**src/rtl/bba_pkg.sv**
```systemverilog
package bba_pkg;

   // Bitmap storage word: 32 block bits per memory word
   localparam int WORD_W     = 32;
   localparam int WORD_SHIFT = 5;

   // Request operation codes
   localparam logic OP_ALLOC = 1'b0;
   localparam logic OP_FREE  = 1'b1;

   // Response status codes
   typedef enum logic [1:0] {
      STATUS_OK           = 2'd0,
      STATUS_EXHAUSTED    = 2'd1,
      STATUS_RANGE        = 2'd2,
      STATUS_ALREADY_FREE = 2'd3
   } status_type;

   // Controller to datapath commands
   typedef struct packed {
      logic accept;     // latch the request transaction
      logic load_addr;  // start word address from hint or target
      logic next_addr;  // advance the scan to the next word
      logic commit;     // update bitmap/count and load the response
      logic reply;      // load an error response without a bitmap access
   } dp_cmd_type;

   // Datapath to controller status
   typedef struct packed {
      logic is_alloc;
      logic count_zero;
      logic out_of_range;
      logic word_empty;
      logic rsp_free;
   } dp_status_type;

   // Index of the lowest set bit of a bitmap word
   function automatic logic [WORD_SHIFT-1:0] lowest_set(input logic [WORD_W-1:0] word);
      logic [WORD_SHIFT-1:0] idx;
      idx = '0;
      for (int i = WORD_W - 1; i >= 0; i--) begin
         if (word[i]) begin
            idx = WORD_SHIFT'(i);
         end
      end
      return idx;
   endfunction

endpackage

```
**src/rtl/bba_ctrl.sv**
```systemverilog
module bba_ctrl import bba_pkg::*; (
   input  logic          clock,
   input  logic          reset,
   input  logic          req_valid,
   output logic          req_stall,
   input  dp_status_type dp_status,
   output dp_cmd_type    dp_cmd
);

   typedef enum logic [4:0] {
      ST_IDLE  = 5'b00001,
      ST_CHECK = 5'b00010,
      ST_READ  = 5'b00100,
      ST_EVAL  = 5'b01000,
      ST_REPLY = 5'b10000
   } state_type;

   state_type state_ff;
   state_type state_in;

   // Only one request in flight; the response register decouples the output
   assign req_stall = (state_ff != ST_IDLE);

   // Next state and command decode
   always_comb begin
      state_in = state_ff;
      dp_cmd   = '0;
      case (state_ff)
         ST_IDLE: begin
            if (req_valid) begin
               dp_cmd.accept = 1'b1;
               state_in      = ST_CHECK;
            end
         end
         ST_CHECK: begin
            // exhausted or out-of-range requests never touch the bitmap
            if (dp_status.is_alloc ? dp_status.count_zero : dp_status.out_of_range) begin
               state_in = ST_REPLY;
            end else begin
               dp_cmd.load_addr = 1'b1;
               state_in         = ST_READ;
            end
         end
         ST_READ: begin
            state_in = ST_EVAL;
         end
         ST_EVAL: begin
            if (dp_status.is_alloc && dp_status.word_empty) begin
               dp_cmd.next_addr = 1'b1;
               state_in         = ST_READ;
            end else if (dp_status.rsp_free) begin
               dp_cmd.commit = 1'b1;
               state_in      = ST_IDLE;
            end
         end
         ST_REPLY: begin
            if (dp_status.rsp_free) begin
               dp_cmd.reply = 1'b1;
               state_in     = ST_IDLE;
            end
         end
         default: begin
            state_in = ST_IDLE;
         end
      endcase
   end

   always_ff @(posedge clock) begin
      if (reset) begin
         state_ff <= ST_IDLE;
      end else begin
         state_ff <= state_in;
      end
   end

endmodule

```
**src/rtl/bba_datapath.sv**
```systemverilog
module bba_datapath import bba_pkg::*; #(
   parameter int BLOCK_COUNT = 1024
) (
   input  logic          clock,
   input  logic          reset,
   input  logic          req_operation,
   input  logic [9:0]    req_target_block,
   input  dp_cmd_type    dp_cmd,
   output dp_status_type dp_status,
   output logic          rsp_valid,
   input  logic          rsp_stall,
   output logic [1:0]    rsp_status,
   output logic [9:0]    rsp_granted_block,
   output logic [10:0]   rsp_free_count
);

   localparam int NUM_WORDS = (BLOCK_COUNT + WORD_W - 1) / WORD_W;
   localparam int ADDR_W    = (NUM_WORDS > 1) ? $clog2(NUM_WORDS) : 1;
   localparam int FILL_W    = $clog2(NUM_WORDS + 1);
   localparam int CNT_W     = $clog2(BLOCK_COUNT + 1);
   localparam logic [WORD_W-1:0] LAST_MASK = ((BLOCK_COUNT % WORD_W) == 0) ? {WORD_W{1'b1}} :
      ((WORD_W'(1) << (BLOCK_COUNT % WORD_W)) - WORD_W'(1));
   localparam logic [ADDR_W-1:0] LAST_ADDR = ADDR_W'(NUM_WORDS - 1);

   // Bitmap memory, 1 = free; words at or above the fill count read as reset value
   logic [WORD_W-1:0] word_mem_ff [NUM_WORDS];
   logic [WORD_W-1:0] mem_q_ff;

   logic              op_ff;
   logic [9:0]        tgt_ff;
   logic [ADDR_W-1:0] addr_ff, addr_in;
   logic [ADDR_W-1:0] hint_ff, hint_in;
   logic [FILL_W-1:0] fill_ff, fill_in;
   logic [CNT_W-1:0]  count_ff, count_in;
   logic              rsp_valid_ff, rsp_valid_in;
   status_type        rsp_status_ff;
   logic [9:0]        rsp_grant_ff;
   logic [CNT_W-1:0]  rsp_count_ff;

   logic                  is_alloc;
   logic                  below_fill;
   logic [WORD_W-1:0]     reset_word;
   logic [WORD_W-1:0]     eval_word;
   logic [WORD_SHIFT-1:0] alloc_bit;
   logic [WORD_SHIFT-1:0] tgt_bit;
   logic                  already_free;
   logic [WORD_W-1:0]     wr_word;
   logic                  wr_en;
   logic [ADDR_W-1:0]     tgt_addr;
   logic                  rsp_free;

   assign is_alloc   = (op_ff == OP_ALLOC);
   assign tgt_addr   = ADDR_W'(tgt_ff >> WORD_SHIFT);
   assign tgt_bit    = tgt_ff[WORD_SHIFT-1:0];
   assign rsp_free   = !rsp_valid_ff || !rsp_stall;

   // Word as seen by the request: stored data or never-written reset value
   assign below_fill = (FILL_W'(addr_ff) < fill_ff);
   assign reset_word = (addr_ff == LAST_ADDR) ? LAST_MASK : {WORD_W{1'b1}};
   assign eval_word  = below_fill ? mem_q_ff : reset_word;

   assign alloc_bit    = lowest_set(eval_word);
   assign already_free = eval_word[tgt_bit];
   assign wr_word      = is_alloc ? (eval_word & ~(WORD_W'(1) << alloc_bit))
                                  : (eval_word | (WORD_W'(1) << tgt_bit));
   assign wr_en        = dp_cmd.commit && (is_alloc || !already_free);

   // Status back to the controller
   assign dp_status.is_alloc     = is_alloc;
   assign dp_status.count_zero   = (count_ff == '0);
   assign dp_status.out_of_range = (32'(tgt_ff) >= 32'(BLOCK_COUNT));
   assign dp_status.word_empty   = (eval_word == '0);
   assign dp_status.rsp_free     = rsp_free;

   // Request latch
   always_ff @(posedge clock) begin
      if (dp_cmd.accept) begin
         op_ff  <= req_operation;
         tgt_ff <= req_target_block;
      end
   end

   // Bitmap memory: one write port, one registered read port
   always_ff @(posedge clock) begin
      if (wr_en) begin
         word_mem_ff[addr_ff] <= wr_word;
      end
      mem_q_ff <= word_mem_ff[addr_ff];
   end

   // Scan address, low-water hint, fill count and free count
   always_comb begin
      addr_in  = addr_ff;
      hint_in  = hint_ff;
      fill_in  = fill_ff;
      count_in = count_ff;
      if (dp_cmd.load_addr) begin
         addr_in = is_alloc ? hint_ff : tgt_addr;
      end else if (dp_cmd.next_addr) begin
         addr_in = addr_ff + 1'b1;
      end
      if (wr_en) begin
         if (is_alloc) begin
            count_in = count_ff - 1'b1;
            hint_in  = addr_ff;
         end else begin
            count_in = count_ff + 1'b1;
            if (addr_ff < hint_ff) begin
               hint_in = addr_ff;
            end
         end
         if (FILL_W'(addr_ff) == fill_ff) begin
            fill_in = fill_ff + 1'b1;
         end
      end
   end

   always_ff @(posedge clock) begin
      if (reset) begin
         addr_ff  <= '0;
         hint_ff  <= '0;
         fill_ff  <= '0;
         count_ff <= CNT_W'(BLOCK_COUNT);
      end else begin
         addr_ff  <= addr_in;
         hint_ff  <= hint_in;
         fill_ff  <= fill_in;
         count_ff <= count_in;
      end
   end

   // Response register valid
   always_comb begin
      rsp_valid_in = rsp_valid_ff && rsp_stall;
      if (dp_cmd.commit || dp_cmd.reply) begin
         rsp_valid_in = 1'b1;
      end
   end

   always_ff @(posedge clock) begin
      if (reset) begin
         rsp_valid_ff <= 1'b0;
      end else begin
         rsp_valid_ff <= rsp_valid_in;
      end
   end

   // Response payload
   always_ff @(posedge clock) begin
      if (dp_cmd.commit) begin
         if (is_alloc) begin
            rsp_status_ff <= STATUS_OK;
            rsp_grant_ff  <= 10'({addr_ff, alloc_bit});
         end else begin
            rsp_status_ff <= already_free ? STATUS_ALREADY_FREE : STATUS_OK;
            rsp_grant_ff  <= '0;
         end
         rsp_count_ff <= count_in;
      end else if (dp_cmd.reply) begin
         rsp_status_ff <= is_alloc ? STATUS_EXHAUSTED : STATUS_RANGE;
         rsp_grant_ff  <= '0;
         rsp_count_ff  <= count_ff;
      end
   end

   assign rsp_valid         = rsp_valid_ff;
   assign rsp_status        = rsp_status_ff;
   assign rsp_granted_block = rsp_grant_ff;
   assign rsp_free_count    = 11'(rsp_count_ff);

endmodule

```
**src/rtl/bitmap_block_allocator.sv**
```systemverilog
// An accepted free or allocate request is checked, its bitmap word is read and tested,
// and the result is loaded into the response register; an allocate repeats the read and
// test for each fully used bitmap word it steps over. Exhausted and out-of-range requests
// skip the bitmap and load an error response. One request at a time: the next is taken at
// the edge after the result is loaded; loading waits while the response register stalls.
// Reset is synchronous; a word fill count makes never-written words read as free.
module bitmap_block_allocator import bba_pkg::*; #(
   parameter int BLOCK_COUNT = 1024
) (
   input  logic        clock,
   input  logic        reset,
   input  logic        req_valid,
   output logic        req_stall,
   input  logic        req_operation,
   input  logic [9:0]  req_target_block,
   output logic        rsp_valid,
   input  logic        rsp_stall,
   output logic [1:0]  rsp_status,
   output logic [9:0]  rsp_granted_block,
   output logic [10:0] rsp_free_count
);

   dp_cmd_type    dp_cmd;
   dp_status_type dp_status;

   // Sequencer
   bba_ctrl u_ctrl (
      .clock     (clock),
      .reset     (reset),
      .req_valid (req_valid),
      .req_stall (req_stall),
      .dp_status (dp_status),
      .dp_cmd    (dp_cmd)
   );

   // Bitmap, counters and response register
   bba_datapath #(
      .BLOCK_COUNT (BLOCK_COUNT)
   ) u_datapath (
      .clock             (clock),
      .reset             (reset),
      .req_operation     (req_operation),
      .req_target_block  (req_target_block),
      .dp_cmd            (dp_cmd),
      .dp_status         (dp_status),
      .rsp_valid         (rsp_valid),
      .rsp_stall         (rsp_stall),
      .rsp_status        (rsp_status),
      .rsp_granted_block (rsp_granted_block),
      .rsp_free_count    (rsp_free_count)
   );

endmodule

```
**config.mk**
```make
export PLATFORM = sky130hd
export DESIGN_NAME = bitmap_block_allocator
export DESIGN_NICKNAME = d
export VERILOG_FILES = /design/src/rtl/bba_pkg.sv /design/src/rtl/bba_ctrl.sv /design/src/rtl/bba_datapath.sv /design/src/rtl/bitmap_block_allocator.sv
export SDC_FILE = /design/constraint.sdc
export NUM_CORES = 1
export LEC_CHECK = 0
export BUFFER_PORTS_ARGS = -buffer_cell sky130_fd_sc_hd__buf_2
export CAP_MARGIN = 20
export CORE_MARGIN = 2
export CORE_UTILIZATION = 65
export DETAILED_ROUTE_END_ITERATION = 10
export HOLD_SLACK_MARGIN = 0.1
export PLACE_DENSITY = 0.79
export SYNTH_ARGS = -nofsm -noshare
export SYNTH_HDL_FRONTEND = slang
export SYNTH_HIERARCHICAL = 1
export SYNTH_SLANG_ARGS = --single-unit
```
**constraint.sdc**
```tcl
create_clock -name clock -period 8.8 [get_ports clock]
set_input_delay 0.44 -clock clock [delete_from_list [all_inputs] [get_ports clock]]
set_output_delay 0.44 -clock clock [all_outputs]
set_load 0.1 [all_outputs]
```
---- Word-level counts from Yosys, hierarchy flattened ----
Memories as Yosys holds them, arrays and structs flattened. A register that Yosys moved wholly into a read port is not among the register bits.
Cells that the tools add are included.
storage, ports and cells
  bits in writable memories ............... 1024
  bits of input ports ..................... 15
  output and inout bits ................... 25
  flip-flop bits (word level) ............. 67
  memories kept ........................... 1
operators by class
  eq/ne operators ......................... 9
  bitwise gates (word level) .............. 4
  add/sub/neg operators ................... 4
  shifts and indexed selects .............. 2
  reduce and logical (&&, ||, !) cells .... 15
  multiplexer cells ....................... 71
  order comparisons ....................... 3
memory list
  name                    words  width  read ports  clocked after memory_dff  write ports  RTL line            text
  u_datapath.word_mem_ff  32     32     1           1                         1            bba_datapath.sv:26  logic [WORD_W-1:0] word_mem_ff [NUM_WORDS];
operators by type and width
  kind                                                        number
  2-to-1 mux 5 bit                                            41
  2-to-1 mux 32 bit                                           2
  << shifter 1 x 5 -> 32 bit, first input constant            2
  2-to-1 mux 11 bit                                           4
  AND 32 bit                                                  1
  zero test 32 bit                                            1
  inverter 32 bit                                             1
  OR 32 bit                                                   1
  2-to-1 mux 10 bit                                           3
  case mux 5 bit (5 select lines)                             1
  2-to-1 mux 1 bit                                            13
  2-to-1 mux 2 bit                                            6
  adder 11 x 1 -> 11 bit, second input constant               1
  zero test 11 bit                                            1
  subtractor 11 x 1 -> 11 bit, second input constant          1
  adder 6 x 1 -> 6 bit, second input constant                 1
  == test 5 x 6 -> 1 bit                                      1
  less-than comparator 5 x 6 -> 1 bit                         1
  less-than comparator 5 x 6 -> 1 bit, second input constant  1
  adder 5 x 1 -> 5 bit, second input constant                 1
  binary-select mux 1 bit (select 5 bit)                      1
  == test 5 x 1 -> 1 bit, second input constant               1
  == test 5 x 2 -> 1 bit, second input constant               1
  == test 5 x 3 -> 1 bit, second input constant               1
  11 further kinds                                            20

---- Logic depth before layout (Yosys ltp) ----
  word-level depth ........................ 38
  depth in mapped cells ................... 17

---- By module ----
Netlist, hierarchy kept.
by module, submodules not included
  module        cells an instance  sequential area each (um^2)  area an instance (um^2)  instances
  bba_datapath  2115               32971.6                      43493.0                  1
  bba_ctrl      40                 100.1                        357.8                    1

---- Least setup slack after synthesis ----
OpenSTA, ideal clock, no wires.
  kind .................................... reg-to-reg
  start ................................... register u_datapath.addr_ff[0]
  end ..................................... memory u_datapath.word_mem_ff[10][0], enable pin
  setup time .............................. 0.392 ns
  stages on the path, launching flop included .. 17
  setup slack ............................. 4.383 ns
  buffers on the path ..................... 3
  required time ........................... 8.408 ns
  data arrival time ....................... 4.025 ns
  path through ............................ dfxtp_1 > clkbuf_1 > inv_1 > ha_1 > nor2b_1 > o211ai_1 > a211oi_1 > buf_2 > nor3_1 > nand3_1 > nor2_1 > a21oi_1 > and4_1 > inv_1 > a21oi_4 > clkbuf_1 > and3_1
RTL lines
  item                    RTL line             text
  start, declared         bba_datapath.sv:31   logic [ADDR_W-1:0] addr_ff, addr_in;
  start signal, assigned  bba_datapath.sv:125  addr_ff <= addr_in;
  end, declared           bba_datapath.sv:26

==> flow_summary.toml <==
[status]
status = "finished, final reports clean"

[sta]
timing.hold.ws_ps = 156
max_freq_mhz = 172
setup_viol = 0
timing.final.crit_share_pct = 66.0
finalHoldViolCount = 0
fin_setup_tns_ps = 0
skew_ps = 34.6
min_period_ps = 5800
relSlewSlack_pct = 18.0
final_max_slew_viol_count = 0
rsz0062_at_grt = "no"
worst-slew-pin-transition_ps = 1230

[layout]
multi_input_area_mm2 = 0.0107
area_delta_synth_final_pct = 12.0
layout-drive-gt1-share_pct = 25.2
finalNetCount = 2254
regArea_mm2 = 0.0331
instances_no_fill = 3175
fillers = 3588
fin_util_pct = 73.4
fin_area_mm2 = 0.0491

[clock_network]
numCtsBuffers = 107
cts_setup_buffers = 0
clk_latency_ps = 690
clockBufferDepth = 3
clk_pin_slew_ps = 60
cts.sinks = 1123
root_buffer = "clkbuf_16"
cts.htree.levels = 3
cts_tree = "done"

[synthesis]
synth_flop_cell = "edfxtp_1"
synthTopCellsByArea = "edfxtp_1 (72%), mux4_2 (13%), dfxtp_1 (3.0%), a22oi_1 (2.2%), a211oi_1 (0.75%)"
synthCells = 2155
synth_top_area_cell = "edfxtp_1"
syn_area_per_cell_um2 = 20.3
yosysWarnings = 6
yosys.cell_types.count = 74
synth_seq_area_share_pct = 75.4
synthTopCellsByCount = "edfxtp_1 (1,058), mux4_2 (259), a22oi_1 (130)"
synth_edf_count = 1058
syn_nets = 2194
netlist.area_leader.share_pct = 72.5
synthesis.area_mm2 = 0.0439
ys_ff_latch = 1123
ys_async_sr_fraction_pct = 0
yosysMostFrequentCell = "edfxtp_1"

[placed_design]
hpwl_um = 63900
post_dp_cell_area_mm2 = 0.0454
port_buffers = 39
gp_congestion = 0.943
placed_cells = 2964

[power_and_ir_drop]
ir_worst_vdd_v = 0.000298
p_leak_uw = 0.0152
p_per_area_mw_per_mm2 = 224

[floorplan]
fp.coreArea_mm2 = 0.0669
rows = 95
die_w_um = 264
io_pins = 40
die_area_mm2 = 0.0696
initial_core_util_pct = 65.5
die-height_um = 264

[routing]
drt-initial-drc-count = 4172
via_per_inst = 7.47
wl_um = 113000
drtAntennaViolNets = 0
drtPass1Iterations = 6
routedWlPerCell_um = 35.5
drc = 0
dr_total_vias = 23700

[global_route]
grt_max_degree = 149
grt_pass1_vias = 22900
grt_usage_pct = 32.8
grt_first_pass_wirelength_um = 162000
antenna_found_initial = 6
grt_overflow = 0

[flow_run]
cap_violations = 0

[critical_path]
end_kind = "flip-flop"
cp.arrival_ps = 6090
critPathMaxStageDelay_ps = 850
worst-setup-path-type = "reg2reg"
cp_max_fo = 52
cp_slowest_cell = "dfxtp_4"
worstPathCellList = "ha_1 > nor2b_1 > o211ai_1 > a211oi_4 > buf_4 > nor3_1 > nand3_1 > nor2_1 > a21oi_1 > and4_1 > inv_1 > a21oi_4 > buf_4 > and3_2"
cpMostUsedCell = "buf_4"
worstPathRequired_ps = 9090
cp-start-kind = "flip-flop"

[hold_path]
min-delay-path-class = "in2reg"
## kinds of logic (layout without fill, tap and decap cells)
| logic type | Yosys count | in the layout | synth area share, % |
|---|---|---|---|
| AOI/OAI and AO/OA | 292 | 292 | 4.84 |
| buffers and inverters | 159 | 305 | 1.50 |
| xor gates and xnor gates | 16 | 16 | 0.320 |
| other | 1 | 2 | 0.00855 |
| adders and majority gates | 24 | 24 | 0.702 |
| and+or+nand+nor | 251 | 251 | 3.13 |
| muxes | 289 | 289 | 14.1 |
| DFF | 1123 | 1123 | 75.4 |
## flip-flops by register name (all words and copies together) (netlist names), 6 cells and up
register                      cells
u_datapath/tgt_ff                10
u_datapath/rsp_free_count        11
u_datapath/mem_q_ff              32
u_datapath/fill_ff                6
u_datapath/rsp_granted_block     10
u_datapath/count_ff              11
u_datapath/word_mem_ff         1024
## path summary, 6_finish.rpt
path                                from                        endpoint  slack (ps)  depth (start not counted)
hold reg to reg   u_datapath/count_ff[2]          u_datapath/count_ff[2]         530                          2
hold / removal                 rsp_stall            u_datapath/rsp_valid         160                          3
setup / recovery   u_datapath/addr_ff[1]  u_datapath/word_mem_ff[31][24]        3000                         14
setup reg to reg   u_datapath/addr_ff[1]  u_datapath/word_mem_ff[31][24]        3000                         14
## report_power, final
part / total (µW) / leakage, µW / switching [µW] / internal (µW)
registers: 5930 / 0.0101 / 51.3 / 5880
clock network: 4640 / 0.00172 / 1980 / 2660
logic: 417 / 0.00336 / 292 / 125
total: 11000 / 0.0152 / 2320 / 8660
## metal layers
| layer | GRT usage [%] | up-vias | part of all wire (%) | wire length, µm |
|---|---|---|---|---|
| li1 | - | 9209 | - | - |
| met1 | 49.0 | 12200 | 36 | 40200 |
| met2 | 49.9 | 2009 | 47 | 52900 |
| met3 | 7.21 | 307 | 14 | 15700 |
| met4 | 10.2 | 4 | 3.5 | 3950 |
| met5 | 0 | - | 0.023 | 26 |
## layout make-up
| class | instances | area share, % |
|---|---|---|
| sequential | 1123 | 67.4 |
| multi-input combinational | 873 | 21.7 |
| clock buffer | 130 | 5.73 |
| tap | 873 | 2.22 |
| clock inverter | 65 | 1.44 |
| timing repair buffer | 81 | 1.28 |
| inverter | 29 | 0.222 |
| antenna | 1 | 0.00510 |
## metrics by stage
| step | power (µW) | setup slack [ps] |
|---|---|---|
| 3_5_place_dp | 6430 | 3160 |
| 2_1_floorplan | 6250 | 4380 |
| 4_1_cts | 11000 | 3080 |
| 6_report | 11000 | 3000 |
| 3_3_place_gp | 6420 | 3240 |
| 5_1_grt | 11200 | 2590 |
## critical path, delay by kind of cell, from the launching register on
kind / cells / cell delay (ps)
flops: 1 / 850
compound gates: 4 / 1250
buf+inv: 3 / 1010
fa+ha+maj: 1 / 260
simple gates: 6 / 1960
## timing repair
action	CTS	global route
resized for setup	0	0
endpoints found under the hold margin	11	0
hold buffers	11	0
## cell usage in the layout, fill, tap and decap left out, types with 5 or more instances in the layout
cell type	count
nand2_1	29
mux4_2	259
nor2b_1	9
a21oi_1	21
o21ai_0	21
xnor2_1	11
a31oi_4	30
and3_2	33
clkbuf_1	19
mux2i_1	22
ha_1	23
nor4_1	11
nand4_1	36
edfxtp_1	1058
nand2b_1	5
bufinv_16	13
buf_4	25
nand3_1	6
a211oi_1	43
clkinv_1	22
xor2_1	5
inv_1	29
dfxtp_1	63
dlygate4sd3_1	11
and2_1	9
buf_2	39
mux2_2	6
nor2_1	59
a22oi_1	130
clkbuf_16	108
nor3_1	23
o21a_1	5
clkinv_2	20
(Power assumes the default switching activity.)
